### config.mk
export PLATFORM = sky130hd
export DESIGN_NAME = dsky_relay_word_decoder_core_flat
export DESIGN_NICKNAME = d
export VERILOG_FILES = /design/src/design/dsky_rwd_pkg.sv /design/src/design/dsky_rwd_in_if.sv /design/src/design/dsky_rwd_out_if.sv /design/src/design/dsky_relay_word_decoder_core.sv /design/src/design/dsky_rwd_front.sv /design/src/design/dsky_rwd_queue.sv /design/src/design/dsky_rwd_back.sv /design/src/flat_wrapper.sv
export SDC_FILE = /design/constraint.sdc
export NUM_CORES = 1
export LEC_CHECK = 0
export BUFFER_PORTS_ARGS = -buffer_cell sky130_fd_sc_hd__buf_2
export CORE_MARGIN = 2
export CORE_UTILIZATION = 52
export DETAILED_ROUTE_END_ITERATION = 10
export PLACE_DENSITY_LB_ADDON = 0.25
export SLEW_MARGIN = 20
export SYNTH_ARGS = -nofsm -noshare
export SYNTH_HDL_FRONTEND = slang
export SYNTH_SLANG_ARGS = --single-unit
### constraint.sdc
create_clock -name clk -period 5.1 [get_ports clk]
set_input_delay 0.255 -clock clk [delete_from_list [all_inputs] [get_ports clk]]
set_output_delay 0.255 -clock clk [all_outputs]
set_load 0.03 [all_outputs]
### src/design/dsky_rwd_pkg.sv
// ----------------------------------------------------------------------------
// dsky_rwd_pkg
// Shared types, channel codes and the segment-code table of the DSKY decoder.
// ----------------------------------------------------------------------------
`default_nettype none

package dsky_rwd_pkg;

    localparam int CHAN_W  = 9;
    localparam int WORD_W  = 15;
    localparam int ROW_W   = 20;
    localparam int SIGN_W  = 6;
    localparam int MODE_W  = 24;
    localparam int LAMP_W  = 14;
    localparam int DIGIT_W = 4;
    localparam int SEL_W   = 4;

    localparam logic [CHAN_W-1:0] CH_RELAY   = 9'o010;
    localparam logic [CHAN_W-1:0] CH_LAMPS   = 9'o011;
    localparam logic [CHAN_W-1:0] CH_STBY    = 9'o013;
    localparam logic [CHAN_W-1:0] CH_RESTART = 9'o163;

    localparam logic [DIGIT_W-1:0] BLANK_DIGIT = 4'hF;

    // relay row selectors
    localparam logic [SEL_W-1:0] SEL_R3_D45  = 4'd1;
    localparam logic [SEL_W-1:0] SEL_R3_D23  = 4'd2;
    localparam logic [SEL_W-1:0] SEL_R23_D51 = 4'd3;
    localparam logic [SEL_W-1:0] SEL_R2_D34  = 4'd4;
    localparam logic [SEL_W-1:0] SEL_R2_D12  = 4'd5;
    localparam logic [SEL_W-1:0] SEL_R1_D45  = 4'd6;
    localparam logic [SEL_W-1:0] SEL_R1_D23  = 4'd7;
    localparam logic [SEL_W-1:0] SEL_R1_D1   = 4'd8;
    localparam logic [SEL_W-1:0] SEL_NOUN    = 4'd9;
    localparam logic [SEL_W-1:0] SEL_VERB    = 4'd10;
    localparam logic [SEL_W-1:0] SEL_PROG    = 4'd11;
    localparam logic [SEL_W-1:0] SEL_LAMPS   = 4'd12;

    typedef enum logic [2:0] {
        OP_IGNORE,
        OP_RELAY,
        OP_CH11,
        OP_CH13,
        OP_CH163
    } op_t;

    // request after classification, as held in the queue
    typedef struct packed {
        op_t                op;
        logic [SEL_W-1:0]   sel;
        logic               sgn;
        logic [DIGIT_W-1:0] left;
        logic [DIGIT_W-1:0] right;
        logic [WORD_W-1:0]  word;
    } cmd_t;

    // segment code to digit, 15 = blank
    function automatic logic [DIGIT_W-1:0] seg_to_digit(input logic [4:0] code);
        logic [DIGIT_W-1:0] d;
        begin
            unique case (code)
                5'd3:    d = 4'd1;
                5'd15:   d = 4'd4;
                5'd19:   d = 4'd7;
                5'd21:   d = 4'd0;
                5'd25:   d = 4'd2;
                5'd27:   d = 4'd3;
                5'd28:   d = 4'd6;
                5'd29:   d = 4'd8;
                5'd30:   d = 4'd5;
                5'd31:   d = 4'd9;
                default: d = BLANK_DIGIT;
            endcase
            return d;
        end
    endfunction

endpackage

`default_nettype wire

### src/design/dsky_rwd_in_if.sv
// ----------------------------------------------------------------------------
// dsky_rwd_in_if
// Channel-write request channel: valid/ready with channel number and word.
// ----------------------------------------------------------------------------
`default_nettype none

interface dsky_rwd_in_if;
    logic                              valid;
    logic                              ready;
    logic [dsky_rwd_pkg::CHAN_W-1:0]   channel;
    logic [dsky_rwd_pkg::WORD_W-1:0]   word;

    modport source (output valid, output channel, output word, input ready);
    modport sink   (input valid, input channel, input word, output ready);
endinterface

`default_nettype wire

### src/design/dsky_rwd_out_if.sv
// ----------------------------------------------------------------------------
// dsky_rwd_out_if
// Result channel: valid/ready with update flag and packed display.
// ----------------------------------------------------------------------------
`default_nettype none

interface dsky_rwd_out_if;
    logic                            valid;
    logic                            ready;
    logic                            updated;
    logic [dsky_rwd_pkg::ROW_W-1:0]  row_one_digits;
    logic [dsky_rwd_pkg::ROW_W-1:0]  row_two_digits;
    logic [dsky_rwd_pkg::ROW_W-1:0]  row_three_digits;
    logic [dsky_rwd_pkg::SIGN_W-1:0] row_signs;
    logic [dsky_rwd_pkg::MODE_W-1:0] mode_digits;
    logic [dsky_rwd_pkg::LAMP_W-1:0] lamps;

    modport source (output valid, output updated, output row_one_digits,
                    output row_two_digits, output row_three_digits, output row_signs,
                    output mode_digits, output lamps, input ready);
    modport sink   (input valid, input updated, input row_one_digits,
                    input row_two_digits, input row_three_digits, input row_signs,
                    input mode_digits, input lamps, output ready);
endinterface

`default_nettype wire

### src/design/dsky_relay_word_decoder_core.sv
// ----------------------------------------------------------------------------
// dsky_relay_word_decoder_core
// DSKY display keeper driven by guidance-computer output-channel writes.
// ----------------------------------------------------------------------------
// Each request on "in" is one channel write (channel, word); each produces
// exactly one result on "out" with an update flag and the whole packed display
// as it stands after that write. The block takes one request per clock while
// the queue has room: an accepted request is classified and queued, then
// applied to the display registers and the "out" register. Sustained rate
// is one request per cycle while the sink takes results; a two-entry queue
// between the classifier and the update stage holds requests while the result
// register is stalled, and in.ready drops only when that queue is full.
// Channel 010 carries a relay row (1..12) and two segment codes, decoded to
// digits (15 = blank); channels 011, 013 and 0163 set lamp, standby, blink
// and restart flags. Any other channel, or relay row 0 or 13..15, leaves the
// display alone and reports updated = 0. Reset blanks all digits and clears
// signs and lamps.
// ----------------------------------------------------------------------------
`default_nettype none

module dsky_relay_word_decoder_core (
    input  wire logic      clk,
    input  wire logic      rst_n,
    dsky_rwd_in_if.sink    in,
    dsky_rwd_out_if.source out
);
    import dsky_rwd_pkg::*;

    cmd_t front_cmd;    // classified request from the front
    cmd_t head_cmd;     // oldest queued request
    logic q_not_full;
    logic q_not_empty;
    logic q_pop;
    logic q_push;

    assign in.ready = q_not_full;
    assign q_push   = in.valid && q_not_full;

    // front: decode channel and segment codes
    dsky_rwd_front u_front (
        .channel (in.channel),
        .word    (in.word),
        .cmd     (front_cmd)
    );

    // queue: decouples acceptance from result back-pressure
    dsky_rwd_queue u_queue (
        .clk       (clk),
        .rst_n     (rst_n),
        .push      (q_push),
        .push_cmd  (front_cmd),
        .not_full  (q_not_full),
        .pop       (q_pop),
        .not_empty (q_not_empty),
        .head      (head_cmd)
    );

    // back: display state and result register
    dsky_rwd_back u_back (
        .clk       (clk),
        .rst_n     (rst_n),
        .cmd_valid (q_not_empty),
        .cmd       (head_cmd),
        .cmd_pop   (q_pop),
        .out       (out)
    );

endmodule

`default_nettype wire

### src/design/dsky_rwd_front.sv
// ----------------------------------------------------------------------------
// dsky_rwd_front
// Classifies a channel write and decodes both segment codes.
// ----------------------------------------------------------------------------
`default_nettype none

module dsky_rwd_front (
    input  wire logic [dsky_rwd_pkg::CHAN_W-1:0] channel,
    input  wire logic [dsky_rwd_pkg::WORD_W-1:0] word,
    output dsky_rwd_pkg::cmd_t                   cmd
);
    import dsky_rwd_pkg::*;

    logic [SEL_W-1:0] sel;
    logic             sel_ok;

    assign sel    = word[14:11];
    assign sel_ok = (sel != '0) && (sel <= SEL_LAMPS);

    always_comb
    begin
        cmd.sel   = sel;
        cmd.sgn   = word[10];
        cmd.left  = seg_to_digit(word[9:5]);
        cmd.right = seg_to_digit(word[4:0]);
        cmd.word  = word;
        unique case (channel)
            CH_RELAY:   cmd.op = sel_ok ? OP_RELAY : OP_IGNORE;
            CH_LAMPS:   cmd.op = OP_CH11;
            CH_STBY:    cmd.op = OP_CH13;
            CH_RESTART: cmd.op = OP_CH163;
            default:    cmd.op = OP_IGNORE;
        endcase
    end

endmodule

`default_nettype wire

### src/design/dsky_rwd_queue.sv
// ----------------------------------------------------------------------------
// dsky_rwd_queue
// Two-entry request queue between the classifier and the display update.
// ----------------------------------------------------------------------------
`default_nettype none

module dsky_rwd_queue (
    input  wire logic               clk,
    input  wire logic               rst_n,
    input  wire logic               push,
    input  wire dsky_rwd_pkg::cmd_t push_cmd,
    output logic                    not_full,
    input  wire logic               pop,
    output logic                    not_empty,
    output dsky_rwd_pkg::cmd_t      head
);
    import dsky_rwd_pkg::*;

    cmd_t       mem_reg [2];
    logic       wr_ptr_reg, wr_ptr_next;
    logic       rd_ptr_reg, rd_ptr_next;
    logic [1:0] count_reg,  count_next;

    assign not_full  = (count_reg != 2'd2);
    assign not_empty = (count_reg != 2'd0);
    assign head      = mem_reg[rd_ptr_reg];

    always_comb
    begin
        wr_ptr_next = wr_ptr_reg ^ push;
        rd_ptr_next = rd_ptr_reg ^ pop;
        count_next  = count_reg + {1'b0, push} - {1'b0, pop};
    end

    always_ff @(posedge clk or negedge rst_n)
    begin
        if (!rst_n)
        begin
            wr_ptr_reg <= 1'b0;
            rd_ptr_reg <= 1'b0;
            count_reg  <= 2'd0;
        end
        else
        begin
            wr_ptr_reg <= wr_ptr_next;
            rd_ptr_reg <= rd_ptr_next;
            count_reg  <= count_next;
        end
    end

    always_ff @(posedge clk)
    begin
        if (push)
            mem_reg[wr_ptr_reg] <= push_cmd;
    end

endmodule

`default_nettype wire

### src/design/dsky_rwd_back.sv
// ----------------------------------------------------------------------------
// dsky_rwd_back
// Applies a classified request to the display state and registers the result.
// ----------------------------------------------------------------------------
`default_nettype none

module dsky_rwd_back (
    input  wire logic               clk,
    input  wire logic               rst_n,
    input  wire logic               cmd_valid,
    input  wire dsky_rwd_pkg::cmd_t cmd,
    output logic                    cmd_pop,
    dsky_rwd_out_if.source          out
);
    import dsky_rwd_pkg::*;

    logic [ROW_W-1:0]  row1_reg, row1_next;
    logic [ROW_W-1:0]  row2_reg, row2_next;
    logic [ROW_W-1:0]  row3_reg, row3_next;
    logic [SIGN_W-1:0] sign_reg, sign_next;
    logic [MODE_W-1:0] mode_reg, mode_next;
    logic [LAMP_W-1:0] lamp_reg, lamp_next;
    logic              out_valid_reg, out_valid_next;
    logic              out_upd_reg;
    logic [ROW_W-1:0]  out_row1_reg, out_row2_reg, out_row3_reg;
    logic [SIGN_W-1:0] out_sign_reg;
    logic [MODE_W-1:0] out_mode_reg;
    logic [LAMP_W-1:0] out_lamp_reg;
    logic              upd;

    // pop whenever the result register is free or being drained
    assign cmd_pop = cmd_valid && (!out_valid_reg || out.ready);
    assign upd     = (cmd.op != OP_IGNORE);

    // position p of a row sits at bits [19-4p -: 4]
    always_comb
    begin
        row1_next = row1_reg;
        row2_next = row2_reg;
        row3_next = row3_reg;
        sign_next = sign_reg;
        mode_next = mode_reg;
        lamp_next = lamp_reg;
        unique case (cmd.op)
            OP_RELAY:
            begin
                unique case (cmd.sel)
                    SEL_R3_D45:
                    begin
                        row3_next[3:0] = cmd.right;
                        row3_next[7:4] = cmd.left;
                        sign_next[5]   = cmd.sgn;
                    end
                    SEL_R3_D23:
                    begin
                        row3_next[11:8]  = cmd.right;
                        row3_next[15:12] = cmd.left;
                        sign_next[4]     = cmd.sgn;
                    end
                    SEL_R23_D51:
                    begin
                        row3_next[19:16] = cmd.right;
                        row2_next[3:0]   = cmd.left;
                    end
                    SEL_R2_D34:
                    begin
                        row2_next[7:4]  = cmd.right;
                        row2_next[11:8] = cmd.left;
                        sign_next[3]    = cmd.sgn;
                    end
                    SEL_R2_D12:
                    begin
                        row2_next[15:12] = cmd.right;
                        row2_next[19:16] = cmd.left;
                        sign_next[2]     = cmd.sgn;
                    end
                    SEL_R1_D45:
                    begin
                        row1_next[3:0] = cmd.right;
                        row1_next[7:4] = cmd.left;
                        sign_next[1]   = cmd.sgn;
                    end
                    SEL_R1_D23:
                    begin
                        row1_next[11:8]  = cmd.right;
                        row1_next[15:12] = cmd.left;
                        sign_next[0]     = cmd.sgn;
                    end
                    SEL_R1_D1:
                        row1_next[19:16] = cmd.right;
                    SEL_NOUN:
                        mode_next[7:0] = {cmd.left, cmd.right};
                    SEL_VERB:
                        mode_next[15:8] = {cmd.left, cmd.right};
                    SEL_PROG:
                        mode_next[23:16] = {cmd.left, cmd.right};
                    SEL_LAMPS:
                        lamp_next[11:6] = {cmd.word[8], cmd.word[7], cmd.word[5],
                                           cmd.word[4], cmd.word[3], cmd.word[2]};
                    default:
                        row1_next = row1_reg;
                endcase
            end
            OP_CH11:
                lamp_next[4:0] = {cmd.word[6], cmd.word[4], cmd.word[3],
                                  cmd.word[2], cmd.word[1]};
            OP_CH13:
                lamp_next[5] = cmd.word[9];
            OP_CH163:
            begin
                lamp_next[12] = cmd.word[5];
                lamp_next[13] = cmd.word[7];
            end
            default:
                lamp_next = lamp_reg;
        endcase
    end

    always_comb
    begin
        if (cmd_pop)
            out_valid_next = 1'b1;
        else if (out.ready)
            out_valid_next = 1'b0;
        else
            out_valid_next = out_valid_reg;
    end

    always_ff @(posedge clk or negedge rst_n)
    begin
        if (!rst_n)
        begin
            row1_reg      <= {(ROW_W/DIGIT_W){BLANK_DIGIT}};
            row2_reg      <= {(ROW_W/DIGIT_W){BLANK_DIGIT}};
            row3_reg      <= {(ROW_W/DIGIT_W){BLANK_DIGIT}};
            mode_reg      <= {(MODE_W/DIGIT_W){BLANK_DIGIT}};
            sign_reg      <= '0;
            lamp_reg      <= '0;
            out_valid_reg <= 1'b0;
        end
        else
        begin
            out_valid_reg <= out_valid_next;
            if (cmd_pop)
            begin
                row1_reg <= row1_next;
                row2_reg <= row2_next;
                row3_reg <= row3_next;
                sign_reg <= sign_next;
                mode_reg <= mode_next;
                lamp_reg <= lamp_next;
            end
        end
    end

    always_ff @(posedge clk)
    begin
        if (cmd_pop)
        begin
            out_upd_reg  <= upd;
            out_row1_reg <= row1_next;
            out_row2_reg <= row2_next;
            out_row3_reg <= row3_next;
            out_sign_reg <= sign_next;
            out_mode_reg <= mode_next;
            out_lamp_reg <= lamp_next;
        end
    end

    assign out.valid            = out_valid_reg;
    assign out.updated          = out_upd_reg;
    assign out.row_one_digits   = out_row1_reg;
    assign out.row_two_digits   = out_row2_reg;
    assign out.row_three_digits = out_row3_reg;
    assign out.row_signs        = out_sign_reg;
    assign out.mode_digits      = out_mode_reg;
    assign out.lamps            = out_lamp_reg;

endmodule

`default_nettype wire

### src/flat_wrapper.sv
// flat-port wrapper written by rule: the top's interface ports become plain ports
module dsky_relay_word_decoder_core_flat import dsky_rwd_pkg::*;
  (clk, rst_n, in_valid, in_channel, in_word, in_ready, out_valid, out_updated, out_row_one_digits, out_row_two_digits, out_row_three_digits, out_row_signs, out_mode_digits, out_lamps, out_ready);
  dsky_rwd_in_if in_i ();
  dsky_rwd_out_if out_i ();
  input  wire logic clk;
  input  wire logic rst_n;
  input wire logic [$bits(in_i.valid)-1:0] in_valid;
  input wire logic [$bits(in_i.channel)-1:0] in_channel;
  input wire logic [$bits(in_i.word)-1:0] in_word;
  output wire logic [$bits(in_i.ready)-1:0] in_ready;
  output wire logic [$bits(out_i.valid)-1:0] out_valid;
  output wire logic [$bits(out_i.updated)-1:0] out_updated;
  output wire logic [$bits(out_i.row_one_digits)-1:0] out_row_one_digits;
  output wire logic [$bits(out_i.row_two_digits)-1:0] out_row_two_digits;
  output wire logic [$bits(out_i.row_three_digits)-1:0] out_row_three_digits;
  output wire logic [$bits(out_i.row_signs)-1:0] out_row_signs;
  output wire logic [$bits(out_i.mode_digits)-1:0] out_mode_digits;
  output wire logic [$bits(out_i.lamps)-1:0] out_lamps;
  input wire logic [$bits(out_i.ready)-1:0] out_ready;
  assign in_i.valid = in_valid;
  assign in_i.channel = in_channel;
  assign in_i.word = in_word;
  assign in_ready = in_i.ready;
  assign out_valid = out_i.valid;
  assign out_updated = out_i.updated;
  assign out_row_one_digits = out_i.row_one_digits;
  assign out_row_two_digits = out_i.row_two_digits;
  assign out_row_three_digits = out_i.row_three_digits;
  assign out_row_signs = out_i.row_signs;
  assign out_mode_digits = out_i.mode_digits;
  assign out_lamps = out_i.lamps;
  assign out_i.ready = out_ready;
  dsky_relay_word_decoder_core u_core (.clk(clk), .rst_n(rst_n), .in(in_i), .out(out_i));
endmodule
==> out/metrics.cfg <==
[setup_path]
crit_required_ps = 5380
worstPathMaxFanout = 32
worst-r2r-cell-count = 5
startpoint_type = flop
r2r-end = u_core.u_back.out.row_two_digits[14]
crit_arrival_ps = 2980
crit_type = flop to flop
cp-end-kind = flop
r2r_setup_slack_ps = 2400
reg2reg_from = u_core.u_queue.rd_ptr_reg

[sta]
tightest_slew_ps = 758
fin_crit_sh_pct = 53.0
setup_viol = 0
maxSlewViolCount = 0
finalWorstSetupSlack_ps = 2400
whs_ps = 24.3
post-route-min-period_ps = 2700
maxSlewHeadroom_pct = 49.5
skew_ps = 13.2
hold_viol = 0
grt_setup_unrepaired = false
fmax_ghz = 0.370
tns_ps = 0

[clocking]
clock_sinks = 264
cts_buffers = 26
cts_tree = yes
cts_buffer_depth = 3
h-tree-depth = 1
clk_pin_slew_ps = 60
cts_setup_buffers = 0
clkLatencyLatePin_ps = 530
root_buffer = clkbuf_16

[detailed_routing]
drt_iter0_drc = 310
routed_wl_um = 22100
wl_per_cell_um = 19.9
ant_nets = 0
first_pass_iters = 5
drc = 0
viasPerCell = 5.53
via_count = 6141

[yosys]
syn_area_um2 = 11300
ys.flop_type = edfxtp_1
ys_seq_area_share_pct = 66.3
synth_compound_area_share_pct = 2.89
synthSimpleGateAreaFrac_pct = 5.23
synthMuxAreaShare_pct = 22.3
synth_top_family_by_area = multiplexers
yosys_warnings = 0
synth_xor_area_share_pct = 0.233
syn_nets = 714
avgSynthCellArea_um2 = 16.7
async_reset_ff_share_pct = 41.3
synthAdderAreaFrac_pct = 0.975
synthCells = 678
synth_edf_count = 155
ys_ff_latch = 264
synth_cell_type_count = 47

[hold_path]
min_from = out_ready
whs_endpoint = u_core.u_back.out.valid
worstHoldPathCells = 3
hp-class = primary input to flop

[global_routing]
grt_usage_pct = 19.4
grt_pass1_wl_um = 34100
grt_pass1_vias = 6369
grt_max_degree = 62
grt_antenna_before_repair = 1
grt_overflow = 0

[layout]
post-route-util_pct = 62.0
final.fill_count = 1548
drive_above_1_share_pct = 60.7
largest_reg_flops = 50
area_growth_pct = 16.2
final_nets = 850

[die]
die_area_um2 = 22900
dieHeight_um = 151
die_x_um = 151
start_util_pct = 53.4
fp-row-count = 53
core_area_um2 = 21200
io-pin-count = 135

[placement]
placement.io_buffers = 134
dp_hpwl_um = 14400
gp_congestion = 0.803
place_ws_ps = 2400

[power_and_ir_drop]
p_leak_uw = 0.00538
power_density_nw_per_um2 = 653
ir_worst_vdd_mv = 0.395

[status]
status = complete, no violations

[job]
maxCapViolations = 0

## final cells by class
cell class | count | area, µm² | area share (%)
inverter | 14 | 55.1 | 0.420
multi-input combinational | 362 | 3580 | 27.3
sequential | 264 | 7490 | 57.1
clock inverter | 14 | 163 | 1.24
tap | 275 | 344 | 2.62
timing repair buffer | 146 | 781 | 5.95
antenna | 1 | 2.50 | 0.0191
clock buffer | 34 | 711 | 5.42
## synthesized netlist by cell type, types with 5 or more instances
master / instances / share of area (%)
mux2_2: 220 / 22
edfxtp_1: 155 / 41
dfstp_2: 84 / 20
dfrtp_1: 25 / 5.5
clkbuf_1: 23 / 0.76
nand2_1: 17 / 0.57
nor2_1: 16 / 0.53
inv_1: 14 / 0.47
o21ai_0: 13 / 0.58
buf_2: 9 / 0.40
ha_1: 8 / 0.89
and4_1: 7 / 0.54
nand3_1: 7 / 0.31
nand3_4: 7 / 1.1
a21oi_1: 5 / 0.22
buf_4: 5 / 0.33
nor3_1: 5 / 0.22
## logic make-up after synthesis
group,Yosys count
flops,264
fa+ha+maj,9
buf+inv,52
mux,224
compound gates,41
xor+xnor,3
simple gates,85
## worst max path at each step
stage / startpoint / to / slack [ps] / depth (start not counted)
after floorplan: u_core.u_back.out.valid / u_core.u_back.mode_reg[0] / 1720 / 6
after global placement: u_core.u_queue.rd_ptr_reg / u_core.u_back.sign_reg[5] / 2470 / 5
after detailed placement: u_core.u_queue.rd_ptr_reg / u_core.u_back.out.row_three_digits[3] / 2400 / 5
after CTS: u_core.u_queue.rd_ptr_reg / u_core.u_back.out.row_three_digits[3] / 2410 / 5
after global routing: u_core.u_queue.rd_ptr_reg / u_core.u_back.sign_reg[4] / 2230 / 5
final: u_core.u_queue.rd_ptr_reg / u_core.u_back.out.row_two_digits[14] / 2400 / 5
## placed cells by master, fill, tap and decap left out, types with 6 or more instances in the layout
master and instances:
and4_1 7, dfstp_2 84, buf_4 6, nand3_1 7, mux2_2 220, buf_2 133
ha_1 6, dfrtp_1 25, o21ai_0 13, nor2_1 16, nand2_1 17, nand3_4 7
edfxtp_1 155, inv_1 13, clkbuf_16 26, dlygate4sd3_1 7
## layer usage
| metal | global-route usage [%] | routed length (µm) |
|---|---|---|
| met1 | 26.2 | 9600 |
| met2 | 33.2 | 11100 |
| met3 | 3.25 | 1180 |
| met4 | 4.39 | 290 |
| met5 | 0 | 0 |
## per-stage QoR
step                      instances  power [µW]  instance area [µm²]
after floorplan                 678        5960                11300
after global placement         1054        6600                12200
after detailed placement       1054        6700                12200
after CTS                      1109        8660                13100
after global routing           1110        8990                13100
final                          1110        8570                13100
## power by group
group	switching, µW	internal (µW)	leakage, µW	total (µW)
registers	332	3500	0.00270	3830
logic	1860	955	0.00226	2820
clock network	784	1140	0.000425	1920
total	2980	5590	0.00538	8570
## repair_timing
item / 4_1_cts / 5_1_grt
gates resized for setup: 0 / 0
endpoints found under the hold margin: 30 / 0
hold buffers: 7 / 0
## critical path: stages, from the launching register on
cell,delay (ps)
dfrtp_1,610
buf_4,450
nor4bb_1,260
o22a_1,380
nand2_1,360
mux2_2,380
No activity file was read; power rests on OpenSTA's default activity.
